`src/hdl/wtlc_pkg.sv`:
```
// Package for the window tile layout compositor.
// Holds sizes, codes, sequencer states and the result record types.
// No dependencies.
package wtlc_pkg;

  localparam int unsigned MaxTiles = 16;
  localparam int unsigned IdxW     = 4;
  localparam int unsigned CntW     = 5;
  localparam int unsigned AccW     = 20;  // widest canvas sum before the range check
  localparam int unsigned ExtW     = 18;  // signed bounding box edges

  // configuration register indexes
  localparam logic [1:0] CfgLayoutMode  = 2'd0;
  localparam logic [1:0] CfgPadding     = 2'd1;
  localparam logic [1:0] CfgGridColumns = 2'd2;

  typedef enum logic [1:0] {
    MODE_BBOX = 2'd0,
    MODE_ROW  = 2'd1,
    MODE_COL  = 2'd2,
    MODE_GRID = 2'd3
  } mode_e;

  typedef enum logic [3:0] {
    ST_LOAD,
    ST_RANK,
    ST_SUM,
    ST_GRIDC,
    ST_GRIDR,
    ST_FIN,
    ST_CHK,
    ST_PLACE,
    ST_EMIT
  } state_e;

  // one tile as seen by the result formatter
  typedef struct packed {
    logic [IdxW-1:0] tile_number;
    logic [13:0]     width;
    logic [13:0]     height;
    logic [15:0]     dx;
    logic [15:0]     dy;
    logic [15:0]     canvas_width;
    logic [15:0]     canvas_height;
    logic [15:0]     canvas_left;
    logic [15:0]     canvas_top;
    logic            canvas_ok;
    logic            last;
  } emit_in_t;

  typedef struct packed {
    logic [IdxW-1:0] tile_number;
    logic [13:0]     source_x;
    logic [13:0]     source_y;
    logic [15:0]     dest_x;
    logic [15:0]     dest_y;
    logic [13:0]     copy_width;
    logic [13:0]     copy_height;
    logic [15:0]     canvas_width;
    logic [15:0]     canvas_height;
    logic [15:0]     canvas_left;
    logic [15:0]     canvas_top;
    logic            last_result;
  } result_t;

endpackage

```
`src/hdl/wtlc_emit.sv`:
```
// Result formatter: gates one copy rectangle by canvas status and tile size.
// Depends on wtlc_pkg.
module wtlc_emit import wtlc_pkg::*; (
  input  emit_in_t tile_i,
  output result_t  res_o
);

  logic show;

  assign show = tile_i.canvas_ok && (tile_i.width != '0) && (tile_i.height != '0);

  always_comb begin
    res_o               = '0;
    res_o.tile_number   = tile_i.tile_number;
    res_o.last_result   = tile_i.last;
    if (tile_i.canvas_ok) begin
      res_o.canvas_width  = tile_i.canvas_width;
      res_o.canvas_height = tile_i.canvas_height;
      res_o.canvas_left   = tile_i.canvas_left;
      res_o.canvas_top    = tile_i.canvas_top;
    end
    if (show) begin
      res_o.dest_x      = tile_i.dx;
      res_o.dest_y      = tile_i.dy;
      res_o.copy_width  = tile_i.width;
      res_o.copy_height = tile_i.height;
    end
  end

endmodule

```
`src/hdl/window_tile_layout_compositor.sv`:
```
// Window tile layout compositor, top level.
// Depends on wtlc_pkg and wtlc_emit.
//
// Usage:
//   Load tiles with start_i while busy_o is low, one item per cycle. Each
//   item carries a tile's position, size and depth. Up to sixteen tiles are
//   kept; later ones are dropped. The item with last_tile_i set closes the
//   set and starts the computation; busy_o then stays high until the last
//   copy rectangle is on the result ports.
//   Computation runs under one sequencer, in these phases:
//     rank   : one depth compare per cycle (stable sort)
//     sum    : one pass over the sorted tiles (extents, row/column maxima)
//     grid   : column positions, then row positions, grid mode only
//     finish : canvas select, then even rounding and range check
//     place  : one pass over the tiles, emit : one pass over the tiles
//   Results appear one per cycle on the result ports with result_valid_o
//   high for exactly one cycle; the receiver cannot stall them.
//   Configuration writes (cfg_we_i) are taken at any edge, but only apply
//   cleanly between sets. Reset clears the sequencer and the tile count,
//   and loads the register defaults (bounding box, padding 8, two columns).
module window_tile_layout_compositor import wtlc_pkg::*; (
  input  logic               clk_i,
  input  logic               rst_ni,
  input  logic               cfg_we_i,
  input  logic [1:0]         cfg_idx_i,
  input  logic [7:0]         cfg_data_i,
  input  logic               start_i,
  output logic               busy_o,
  input  logic signed [15:0] tile_left_i,
  input  logic signed [15:0] tile_top_i,
  input  logic [13:0]        tile_width_i,
  input  logic [13:0]        tile_height_i,
  input  logic [15:0]        depth_order_i,
  input  logic               last_tile_i,
  output logic               result_valid_o,
  output logic [3:0]         tile_number_o,
  output logic [13:0]        source_x_o,
  output logic [13:0]        source_y_o,
  output logic [15:0]        dest_x_o,
  output logic [15:0]        dest_y_o,
  output logic [13:0]        copy_width_o,
  output logic [13:0]        copy_height_o,
  output logic [15:0]        canvas_width_o,
  output logic [15:0]        canvas_height_o,
  output logic signed [15:0] canvas_left_o,
  output logic signed [15:0] canvas_top_o,
  output logic               last_result_o
);

  // configuration
  mode_e      mode_q;
  logic [7:0] pad_q;
  logic [4:0] gcols_q;
  logic [4:0] cols;

  // tile store
  logic signed [15:0] left_q  [MaxTiles];
  logic signed [15:0] top_q   [MaxTiles];
  logic [13:0]        w_q     [MaxTiles];
  logic [13:0]        h_q     [MaxTiles];
  logic [15:0]        dep_q   [MaxTiles];
  logic [IdxW-1:0]    order_q [MaxTiles];
  logic [13:0]        colw_q  [MaxTiles];
  logic [13:0]        rowh_q  [MaxTiles];
  logic [15:0]        colx_q  [MaxTiles];
  logic [15:0]        rowy_q  [MaxTiles];
  logic [15:0]        dx_q    [MaxTiles];
  logic [15:0]        dy_q    [MaxTiles];

  state_e state_q, state_d;
  logic [CntW-1:0] count_q, n_q;
  logic [IdxW-1:0] k_q, j_q, acc_q, gr_q, lastrow_q;
  logic [4:0]      gc_q;
  logic [AccW-1:0] cw_q, ch_q, pos_q;
  logic signed [ExtW-1:0] bl_q, bt_q, br_q, bb_q;
  logic [15:0] cl_q, ct_q;
  logic        ok_q;

  logic accept, k_last, j_last, c_last, r_last;
  logic [IdxW-1:0] t, t_emit, emit_idx, acc_nx;
  logic hit;
  logic signed [ExtW-1:0] le, te, re, be;
  logic [AccW-1:0] cw_r, ch_r;
  logic [18:0] bw, bh;

  emit_in_t ein;
  result_t  res;

  assign cols   = (gcols_q == '0) ? 5'd1 : gcols_q;
  assign accept = start_i && (state_q == ST_LOAD);
  assign k_last = ({1'b0, k_q} == n_q - 5'd1);
  assign j_last = ({1'b0, j_q} == n_q - 5'd1);
  assign c_last = (gc_q == cols - 5'd1) || (gc_q == n_q - 5'd1);
  assign r_last = (gr_q == lastrow_q);

  // stable rank: count earlier-drawn tiles
  assign hit    = (dep_q[j_q] < dep_q[k_q]) || ((j_q < k_q) && (dep_q[j_q] == dep_q[k_q]));
  assign acc_nx = acc_q + IdxW'(hit);

  assign t  = order_q[k_q];
  assign le = ExtW'(left_q[t]);
  assign te = ExtW'(top_q[t]);
  assign re = le + ExtW'({1'b0, w_q[t]});
  assign be = te + ExtW'({1'b0, h_q[t]});

  assign bw = 19'(br_q - bl_q);
  assign bh = 19'(bb_q - bt_q);
  assign cw_r = (n_q == 5'd1) ? cw_q : cw_q + AccW'(cw_q[0]);
  assign ch_r = (n_q == 5'd1) ? ch_q : ch_q + AccW'(ch_q[0]);

  assign emit_idx = (mode_q == MODE_BBOX && n_q != 5'd1) ? n_q[IdxW-1:0] - 4'd1 - k_q : k_q;
  assign t_emit   = order_q[emit_idx];

  // next state
  always_comb begin
    state_d = state_q;
    unique case (state_q)
      ST_LOAD:  if (accept && last_tile_i) state_d = ST_RANK;
      ST_RANK:  if (j_last && k_last) state_d = ST_SUM;
      ST_SUM:   if (k_last) state_d = (mode_q == MODE_GRID) ? ST_GRIDC : ST_FIN;
      ST_GRIDC: if (c_last) state_d = ST_GRIDR;
      ST_GRIDR: if (r_last) state_d = ST_FIN;
      ST_FIN:   state_d = ST_CHK;
      ST_CHK:   state_d = ST_PLACE;
      ST_PLACE: if (k_last) state_d = ST_EMIT;
      ST_EMIT:  if (k_last) state_d = ST_LOAD;
      default:  state_d = ST_LOAD;
    endcase
  end

  // outputs of the sequencer
  always_comb begin
    busy_o = (state_q != ST_LOAD);
  end

  always_ff @(posedge clk_i or negedge rst_ni) begin
    if (!rst_ni) begin
      state_q <= ST_LOAD;
      mode_q  <= MODE_BBOX;
      pad_q   <= 8'd8;
      gcols_q <= 5'd2;
      count_q <= '0;
      result_valid_o <= 1'b0;
    end else begin
      state_q <= state_d;
      result_valid_o <= (state_q == ST_EMIT);
      if (cfg_we_i) begin
        unique case (cfg_idx_i)
          CfgLayoutMode:  mode_q  <= mode_e'(cfg_data_i[1:0]);
          CfgPadding:     pad_q   <= cfg_data_i;
          CfgGridColumns: gcols_q <= cfg_data_i[4:0];
          default: ;
        endcase
      end
      if (accept) begin
        // drop tiles past the store, close the set on the last one
        if (last_tile_i) count_q <= '0;
        else if (!count_q[CntW-1]) count_q <= count_q + 5'd1;
      end
    end
  end

  // datapath
  always_ff @(posedge clk_i) begin
    unique case (state_q)
      ST_LOAD: begin
        if (accept) begin
          if (!count_q[CntW-1]) begin
            left_q[count_q[IdxW-1:0]] <= tile_left_i;
            top_q[count_q[IdxW-1:0]]  <= tile_top_i;
            w_q[count_q[IdxW-1:0]]    <= tile_width_i;
            h_q[count_q[IdxW-1:0]]    <= tile_height_i;
            dep_q[count_q[IdxW-1:0]]  <= depth_order_i;
          end
          n_q   <= count_q + (count_q[CntW-1] ? 5'd0 : 5'd1);
          k_q   <= '0;
          j_q   <= '0;
          acc_q <= '0;
        end
      end
      ST_RANK: begin
        if (j_last) begin
          order_q[acc_nx] <= k_q;
          acc_q <= '0;
          j_q   <= '0;
          k_q   <= k_last ? '0 : k_q + 4'd1;
          if (k_last) begin
            gc_q <= '0;
            gr_q <= '0;
            lastrow_q <= '0;
            cw_q <= '0;
            ch_q <= '0;
            for (int i = 0; i < MaxTiles; i++) begin
              colw_q[i] <= '0;
              rowh_q[i] <= '0;
            end
          end
        end else begin
          acc_q <= acc_nx;
          j_q   <= j_q + 4'd1;
        end
      end
      ST_SUM: begin
        unique case (mode_q)
          MODE_BBOX: begin
            if (k_q == '0 || le < bl_q) bl_q <= le;
            if (k_q == '0 || te < bt_q) bt_q <= te;
            if (k_q == '0 || re > br_q) br_q <= re;
            if (k_q == '0 || be > bb_q) bb_q <= be;
          end
          MODE_ROW: begin
            cw_q <= cw_q + AccW'(w_q[t]) + (k_last ? '0 : AccW'(pad_q));
            if (AccW'(h_q[t]) > ch_q) ch_q <= AccW'(h_q[t]);
          end
          MODE_COL: begin
            ch_q <= ch_q + AccW'(h_q[t]) + (k_last ? '0 : AccW'(pad_q));
            if (AccW'(w_q[t]) > cw_q) cw_q <= AccW'(w_q[t]);
          end
          MODE_GRID: begin
            if (w_q[t] > colw_q[gc_q[IdxW-1:0]]) colw_q[gc_q[IdxW-1:0]] <= w_q[t];
            if (h_q[t] > rowh_q[gr_q]) rowh_q[gr_q] <= h_q[t];
            lastrow_q <= gr_q;
            if (gc_q == cols - 5'd1) begin
              gc_q <= '0;
              gr_q <= gr_q + 4'd1;
            end else begin
              gc_q <= gc_q + 5'd1;
            end
          end
          default: ;
        endcase
        k_q <= k_last ? '0 : k_q + 4'd1;
        if (k_last) begin
          gc_q  <= '0;
          gr_q  <= '0;
          pos_q <= '0;
        end
      end
      ST_GRIDC: begin
        colx_q[gc_q[IdxW-1:0]] <= pos_q[15:0];
        if (c_last) begin
          cw_q  <= cw_q + AccW'(colw_q[gc_q[IdxW-1:0]])
                   + AccW'(pad_q) * AccW'(cols - 5'd1);
          pos_q <= '0;
        end else begin
          cw_q  <= cw_q + AccW'(colw_q[gc_q[IdxW-1:0]]);
          pos_q <= pos_q + AccW'(colw_q[gc_q[IdxW-1:0]]) + AccW'(pad_q);
          gc_q  <= gc_q + 5'd1;
        end
      end
      ST_GRIDR: begin
        rowy_q[gr_q] <= pos_q[15:0];
        if (r_last) begin
          ch_q <= ch_q + AccW'(rowh_q[gr_q]) + AccW'(pad_q) * AccW'(lastrow_q);
        end else begin
          ch_q  <= ch_q + AccW'(rowh_q[gr_q]);
          pos_q <= pos_q + AccW'(rowh_q[gr_q]) + AccW'(pad_q);
          gr_q  <= gr_q + 4'd1;
        end
      end
      ST_FIN: begin
        // a lone tile is its own canvas
        if (n_q == 5'd1) begin
          cw_q <= AccW'(w_q[0]);
          ch_q <= AccW'(h_q[0]);
          cl_q <= left_q[0];
          ct_q <= top_q[0];
        end else if (mode_q == MODE_BBOX) begin
          cw_q <= AccW'(bw);
          ch_q <= AccW'(bh);
          cl_q <= bl_q[15:0];
          ct_q <= bt_q[15:0];
        end else begin
          cl_q <= '0;
          ct_q <= '0;
        end
      end
      ST_CHK: begin
        cw_q  <= cw_r;
        ch_q  <= ch_r;
        ok_q  <= (cw_r != '0) && (ch_r != '0) && (cw_r <= AccW'(16'hFFFF))
                 && (ch_r <= AccW'(16'hFFFF));
        k_q   <= '0;
        gc_q  <= '0;
        gr_q  <= '0;
        pos_q <= '0;
      end
      ST_PLACE: begin
        if (n_q == 5'd1) begin
          dx_q[t] <= '0;
          dy_q[t] <= '0;
        end else begin
          unique case (mode_q)
            MODE_BBOX: begin
              dx_q[t] <= left_q[t] - cl_q;
              dy_q[t] <= top_q[t] - ct_q;
            end
            MODE_ROW: begin
              dx_q[t] <= pos_q[15:0];
              dy_q[t] <= 16'((ch_q - AccW'(h_q[t])) >> 1);
              pos_q   <= pos_q + AccW'(w_q[t]) + AccW'(pad_q);
            end
            MODE_COL: begin
              dy_q[t] <= pos_q[15:0];
              dx_q[t] <= 16'((cw_q - AccW'(w_q[t])) >> 1);
              pos_q   <= pos_q + AccW'(h_q[t]) + AccW'(pad_q);
            end
            MODE_GRID: begin
              dx_q[t] <= colx_q[gc_q[IdxW-1:0]];
              dy_q[t] <= rowy_q[gr_q];
              if (gc_q == cols - 5'd1) begin
                gc_q <= '0;
                gr_q <= gr_q + 4'd1;
              end else begin
                gc_q <= gc_q + 5'd1;
              end
            end
            default: ;
          endcase
        end
        k_q <= k_last ? '0 : k_q + 4'd1;
      end
      ST_EMIT: begin
        tile_number_o   <= res.tile_number;
        source_x_o      <= res.source_x;
        source_y_o      <= res.source_y;
        dest_x_o        <= res.dest_x;
        dest_y_o        <= res.dest_y;
        copy_width_o    <= res.copy_width;
        copy_height_o   <= res.copy_height;
        canvas_width_o  <= res.canvas_width;
        canvas_height_o <= res.canvas_height;
        canvas_left_o   <= res.canvas_left;
        canvas_top_o    <= res.canvas_top;
        last_result_o   <= res.last_result;
        k_q <= k_last ? '0 : k_q + 4'd1;
      end
      default: ;
    endcase
  end

  // format the rectangle for the tile drawn in this emit step
  always_comb begin
    ein.tile_number   = t_emit;
    ein.width         = w_q[t_emit];
    ein.height        = h_q[t_emit];
    ein.dx            = dx_q[t_emit];
    ein.dy            = dy_q[t_emit];
    ein.canvas_width  = cw_q[15:0];
    ein.canvas_height = ch_q[15:0];
    ein.canvas_left   = cl_q;
    ein.canvas_top    = ct_q;
    ein.canvas_ok     = ok_q;
    ein.last          = k_last;
  end

  wtlc_emit u_emit (
    .tile_i (ein),
    .res_o  (res)
  );

endmodule

```
`config.mk`:
```
export PLATFORM = sky130hd
export DESIGN_NAME = window_tile_layout_compositor
export DESIGN_NICKNAME = d
export VERILOG_FILES = /design/src/hdl/wtlc_pkg.sv /design/src/hdl/wtlc_emit.sv /design/src/hdl/window_tile_layout_compositor.sv
export SDC_FILE = /design/constraint.sdc
export NUM_CORES = 2
export LEC_CHECK = 0
export BUFFER_PORTS_ARGS = -buffer_cell sky130_fd_sc_hd__buf_4
export CORE_MARGIN = 4
export CORE_UTILIZATION = 40
export DETAILED_ROUTE_END_ITERATION = 10
export GPL_TIMING_DRIVEN = 0
export PLACE_DENSITY = 0.62
export RECOVER_POWER = 50
export SETUP_SLACK_MARGIN = 0.1
export SYNTH_ARGS = -nofsm -noshare
export SYNTH_HDL_FRONTEND = slang
export SYNTH_SLANG_ARGS = --single-unit
```
`constraint.sdc`:
```
create_clock -name clk_i -period 19 [get_ports clk_i]
set_input_delay 3.8 -clock clk_i [delete_from_list [all_inputs] [get_ports clk_i]]
set_output_delay 3.8 -clock clk_i [all_outputs]
set_load 0.01 [all_outputs]
```
Word-level counts from Yosys, hierarchy flattened
Memory sizes are Yosys's and may differ from the RTL's. A register that Yosys moved wholly into a read port is not among the register bits.
Index checks and enable logic that the tools add are counted.
{"block": "totals", "out_inout_bits": 159, "mem_bits_ro": 0, "reg_bits": 311, "n_memories": 12, "word_cells": 330, "in_bits": 91, "latch_bits": 0, "ramBits": 2752}
{"block": "classes", "magnitude_cmp": 12, "div_mod_pow": 0, "bitwise": 8, "reduce_logical": 57, "mul": 2, "shifts": 0, "muxes": 128, "addsub": 38, "eq_ne": 41}
{"name": "colx_q", "depth": 16, "word_bits": 16, "rd": 1, "rd_ports_with_merged_regs": 1, "write_ports": 1, "line_no": "window_tile_layout_compositor.sv:65", "text": "logic [15:0] colx_q [MaxTiles];"}
{"name": "dep_q", "depth": 16, "word_bits": 16, "rd": 2, "rd_ports_with_merged_regs": 2, "write_ports": 1, "line_no": "window_tile_layout_compositor.sv:61", "text": "logic [15:0] dep_q [MaxTiles];"}
{"name": "dx_q", "depth": 16, "word_bits": 16, "rd": 1, "rd_ports_with_merged_regs": 1, "write_ports": 1, "line_no": "window_tile_layout_compositor.sv:67", "text": "logic [15:0] dx_q [MaxTiles];"}
{"name": "dy_q", "depth": 16, "word_bits": 16, "rd": 1, "rd_ports_with_merged_regs": 1, "write_ports": 1, "line_no": "window_tile_layout_compositor.sv:68", "text": "logic [15:0] dy_q [MaxTiles];"}
{"name": "left_q", "depth": 16, "word_bits": 16, "rd": 2, "rd_ports_with_merged_regs": 0, "write_ports": 1, "line_no": "window_tile_layout_compositor.sv:57", "text": "logic signed [15:0] left_q [MaxTiles];"}
{"name": "rowy_q", "depth": 16, "word_bits": 16, "rd": 1, "rd_ports_with_merged_regs": 1, "write_ports": 1, "line_no": "window_tile_layout_compositor.sv:66", "text": "logic [15:0] rowy_q [MaxTiles];"}
{"name": "+6 memories"}
{"cell": "$mux 20", "count": 15}
{"cell": "$pmux 20 s5", "count": 3}
{"cell": "$mux 16", "count": 12}
{"cell": "$add 20x14->20", "count": 8}
{"cell": "$pmux 20 s2", "count": 3}
{"cell": "$mux 4", "count": 29}
{"cell": "$add 20x8->20", "count": 5}
{"cell": "$mux 5", "count": 10}
{"cell": "$lt 16x16->1", "count": 3}
{"cell": "$mux 1", "count": 45}
{"cell": "$add 20x1->20", "count": 2}
{"cell": "$add 20x20->20", "count": 2}
{"cell": "$gt 14x20->1", "count": 2}
{"cell": "$le 20x16->1 const B", "count": 2}
{"cell": "$reduce_bool 20->1", "count": 2}
{"cell": "$pmux 4 s9", "count": 1}
{"cell": "$sub 17x16->18", "count": 2}
{"cell": "$add 16x15->17", "count": 2}
{"cell": "$gt 17x17->1", "count": 2}
{"cell": "$sub 17x14->17", "count": 2}
{"cell": "$sub 16x16->16", "count": 2}
{"cell": "$gt 14x14->1", "count": 2}
{"cell": "$mux 14", "count": 2}
{"cell": "$ne 2x2->1 const B", "count": 14}
{"cell": "52 further kinds", "count": 114}

Depth between registers and ports, before layout
{"block": "depth", "ltp_word": 9, "depth_mapped": 36, "depth_no_buf": 33}

Cells and area by module
From an unflattened synthesis, not the netlist that was laid out.
{"block": "unflattened", "hier_cells": 10523, "hier_area_um2": 152939.2}
{"module": "window_tile_layout_compositor", "cells_per_inst": 10337, "n_inst": 1, "area_each_um2": 151740.5, "seq_area_each_um2": 93857.5}
{"module": "wtlc_emit", "cells_per_inst": 186, "n_inst": 1, "area_each_um2": 1198.6, "seq_area_each_um2": 0.0}

Least setup slack after synthesis
No wires, ideal clock.
{"block": "synth_timing", "kind": "register to register", "startpoint": "register state_q[1]", "endpoint": "register state_q[0]", "path_stages_with_launch": 7, "setup_ns": 0.125, "n_path_buf": 1, "setup_slack_ns": 3.455, "t_arrival_ns": 15.420, "period_less_slack_ns": 15.545, "required_time_ns": 18.875, "path_cell_list": "dfrtp_1 > clkbuf_1 > nor4b_1 > or3_1 > a211o_1 > nor3_1 > mux2_2"}
{"block": "synth_via", "elab_chain_cells": 5, "word_cells_on_any_way": 20, "classes_between": "15 x eq/ne; 1 x mux; 4 x reduce/logical"}
{"element": "start: declaration", "line_no": "window_tile_layout_compositor.sv:70", "text": "state_e state_q, state_d;"}
{"element": "start signal: assignment", "line_no": "window_tile_layout_compositor.sv:145", "text": "state_q <= state_d;"}
{"element": "$logic_not 4->1", "line_no": "window_tile_layout_compositor.sv:90, window_tile_layout_compositor.sv:117"}
{"element": "$logic_and 1x1->1", "line_no": "window_tile_layout_compositor.sv:90", "text": "assign accept = start_i && (state_q == ST_LOAD);"}
{"element": "$logic_and 1x1->1", "line_no": "window_tile_layout_compositor.sv:118", "text": "ST_LOAD: if (accept && last_tile_i) state_d = ST_RANK;"}
{"element": "$ne 2x1->1 (no source line)"}
{"element": "$reduce_and 7->1 (no source line)"}
Several ways; a longest one is shown, not always the timed one.
A chain may end at the register's enable or synchronous reset.

==> run metrics <==
main combinational cell family by area after synthesis multiplexers; reg-to-reg endpoint dx_q[8][12]$_DFFE_PP_; final worst path period need 12.28 ns; Die Area 387,000 um2; H-tree lvl count 5; synth cell count leaders edfxtp_1 (3,066), nand2_1 (954), nor2_1 (822); register area share after synthesis 0.616; DP HPWL 380,000 um; PostCTS Resize Cnt 0; Die H 622 um; most common cell in the netlist edfxtp_1; Buffers on Ports 221; XOR/XNOR Fraction of Synth Area 0.0176; # rows 225; fin. max-slew vios 746; CTS tree built; Synth Area in Adders 0.0575; Final ANT Viol Nets 0; Max stage delay cell, worst path o21ai_0; Critical Path RT 19.50 ns; max-cap violation count 41; 1st-iter DRT viols 13,900; Total Nets Final 12,100; gr ovfl total 0; Max-slew headroom -0.833; CTS Sinks 3,107; Via Count 101,000; vias in the first global route 99,700; Vias/cell 6.05; # IOs 250; first-pass GRT wire length 733,000 um; RSZ-0062 raised after global routing no; CTS buffer count 334; area share of the largest cell type after synthesis 0.610; largest net degree at the start of global routing 39; ratio of cells with drive above 1 in the final layout 0.152; Synth Area in Simple Gates 0.0803; Post-synth EDFFs 3,066; gr usage total 0.262; width of the chip 622 um; clk_skew 0.124 ns; core area 376,000 um2; root buf cell clkbuf_16; post-DR wirelength/cell 31.3 um; Compound-Gate Fraction of Synth Area 0.0689; path depth of the worst reg2reg path 27; initial antenna violation count 55; reg2reg setup slack 6.72 ns; Starting Density 0.402; Post-CTS Hold Buffers 0; mapped cell area 151,000 um2; Final GP Congestion 0.993; Final Hold Viols 0; WL final 521,000 um; library cells used by synthesis 93; Worst-Skew Late Latency 0.99 ns; synthesized area per cell 14.3 um2; maximum clock frequency 81.4 MHz; CTS clock-pin slew for the worst setup and hold paths 0.06 ns; top_reg_cell synth edfxtp_1; post-CTS setup buffer count 0; mux cell area share after synthesis 0.129; crit path kind flip-flop to flip-flop; Area growth, synth to finish 14.4%; CP startpoint kind flip-flop; CP peak stage delay 1.10 ns; CP endpoint kind flip-flop; DRT Pass-1 Iters 8; Worst Tran Pin Value 2.74 ns; YS warnings 0; Gate Count Post-Synth 10,600; largest area contributor in the synthesized netlist edfxtp_1; worst hold path class flip-flop to flip-flop; deepest clock path buffer count 4; #FFs+latches synth 3,107; crit share post-route 0.646; WP data arrival 12.78 ns; crit path max fanout 16; drt drc 0; top cells by area, synth edfxtp_1 (61%), mux4_2 (11%), ha_1 (4.3%), nand2_1 (2.4%), nor2_1 (2.0%); CP endpoint dx_q[8][12]$_DFFE_PP_; status finished with violations; failing checks capacitance limit, slew limit; final core utilization 0.459; Setup violations, final 0; asr flop ratio synth 0.00805
## flip-flops by register name (all words and copies together) (netlist names), 17 cells and up, named ones only
name,count
rowh_q,224
colw_q,224
bb_q,17
br_q,17
order_q,64
colx_q,256
cw_q,20
dep_q,256
dy_q,256
ch_q,20
rowy_q,256
w_q,224
top_q,256
left_q,256
h_q,224
dx_q,256
## routing by layer
metal	up-vias	track usage	part of all wire
met2	6182	0.408	0.45
met3	1320	0.0586	0.10
met4	24	0.133	0.061
met1	51300	0.346	0.38
li1	42000	-	-
met5	-	0	0.00031
## critical path: cells and delay by family, from the launching register on
kind,cells,cell delay [ns]
compound gates,12,3.63
xor+xnor,1,0.21
fa+ha+maj,1,0.48
buf+inv,8,5.79
flops,1,0.37
mux,3,1.00
simple gates,2,0.22
## area by class of cell
cell class | count | area, um2
Fill cell | 32700 | 203000
Sequential cell | 3107 | 93000
Multi-Input combinational cell | 6321 | 53900
Clock buffer | 401 | 8760
Tap cell | 4994 | 6250
Timing Repair Buffer | 441 | 3750
Buffer | 632 | 2630
Clock inverter | 209 | 2290
Inverter | 527 | 1980
Antenna cell | 15 | 37.5
## stage by stage
step | instances | setup slack (ns) | setup TNS (ns) | hold slack [ns] | cell area, um2
finish | 16600 | 6.72 | 0 | 0.571 | 173000
global route | 16600 | 6.32 | 0 | 0.601 | 173000
CTS | 16600 | 6.36 | 0 | 0.569 | 174000
detailed placement | 16000 | 6.42 | 0 | 0.551 | 163000
global placement | 15800 | -7.80 | -978.32 | 0.545 | 159000
floorplan | 10600 | 3.45 | 0 | 0.505 | 151000
## logic make-up after synthesis
logic type / count (synthesis)
multiplexers: 1027
adder cells (fa/ha/maj): 627
flip-flops: 3107
AND/OR/NAND/NOR: 2727
AO/OA/AOI/OAI: 1598
other: 2
buffers and inverters: 1159
XOR/XNOR: 304
## cells in the final DEF, fill, tap and decap left out, types with 45 or more instances in the layout
cell	netlist	routed
mux2i_1	220	220
a21oi_1	500	479
clkinv_1	2	78
clkbuf_1	421	652
nand2b_1	45	45
nor2b_1	84	84
xor2_1	102	102
nand4_1	60	60
a21o_1	89	89
o2111ai_1	64	64
o221ai_1	83	83
ha_1	515	515
clkbuf_16	0	338
clkinv_2	0	50
mux4_2	725	725
nor2_1	822	800
nand3_1	404	404
o21ai_0	256	250
a211oi_1	55	55
edfxtp_1	3066	3066
o211ai_1	75	75
nand2_1	954	954
nor3_1	92	91
buf_2	48	63
inv_1	522	522
and2_1	133	67
and2_0	1	67
o31ai_1	99	99
buf_4	34	190
xnor2_1	202	202
buf_1	120	106
o21bai_1	57	57
fa_1	112	112
mux2_2	79	79
## how the worst min path moves through the flow
stage,from,to,slack (ns),depth (start not counted)
floorplan,left_q[0][0]$_DFFE_PP_,cl_q[0]$_DFFE_PP_,0.50,2
global placement,left_q[0][7]$_DFFE_PP_,cl_q[7]$_DFFE_PP_,0.54,2
detailed placement,cl_q[4]$_DFFE_PP_,canvas_left_o[4]$_SDFFCE_PN0P_,0.55,1
CTS,cl_q[4]$_DFFE_PP_,canvas_left_o[4]$_SDFFCE_PN0P_,0.57,1
global route,left_q[0][7]$_DFFE_PP_,cl_q[7]$_DFFE_PP_,0.60,2
finish,left_q[0][12]$_DFFE_PP_,cl_q[12]$_DFFE_PP_,0.57,2
Power is left out: the tool's default activity adds up to more than one toggle a clock period on the data nets, which glitch-free logic cannot reach.
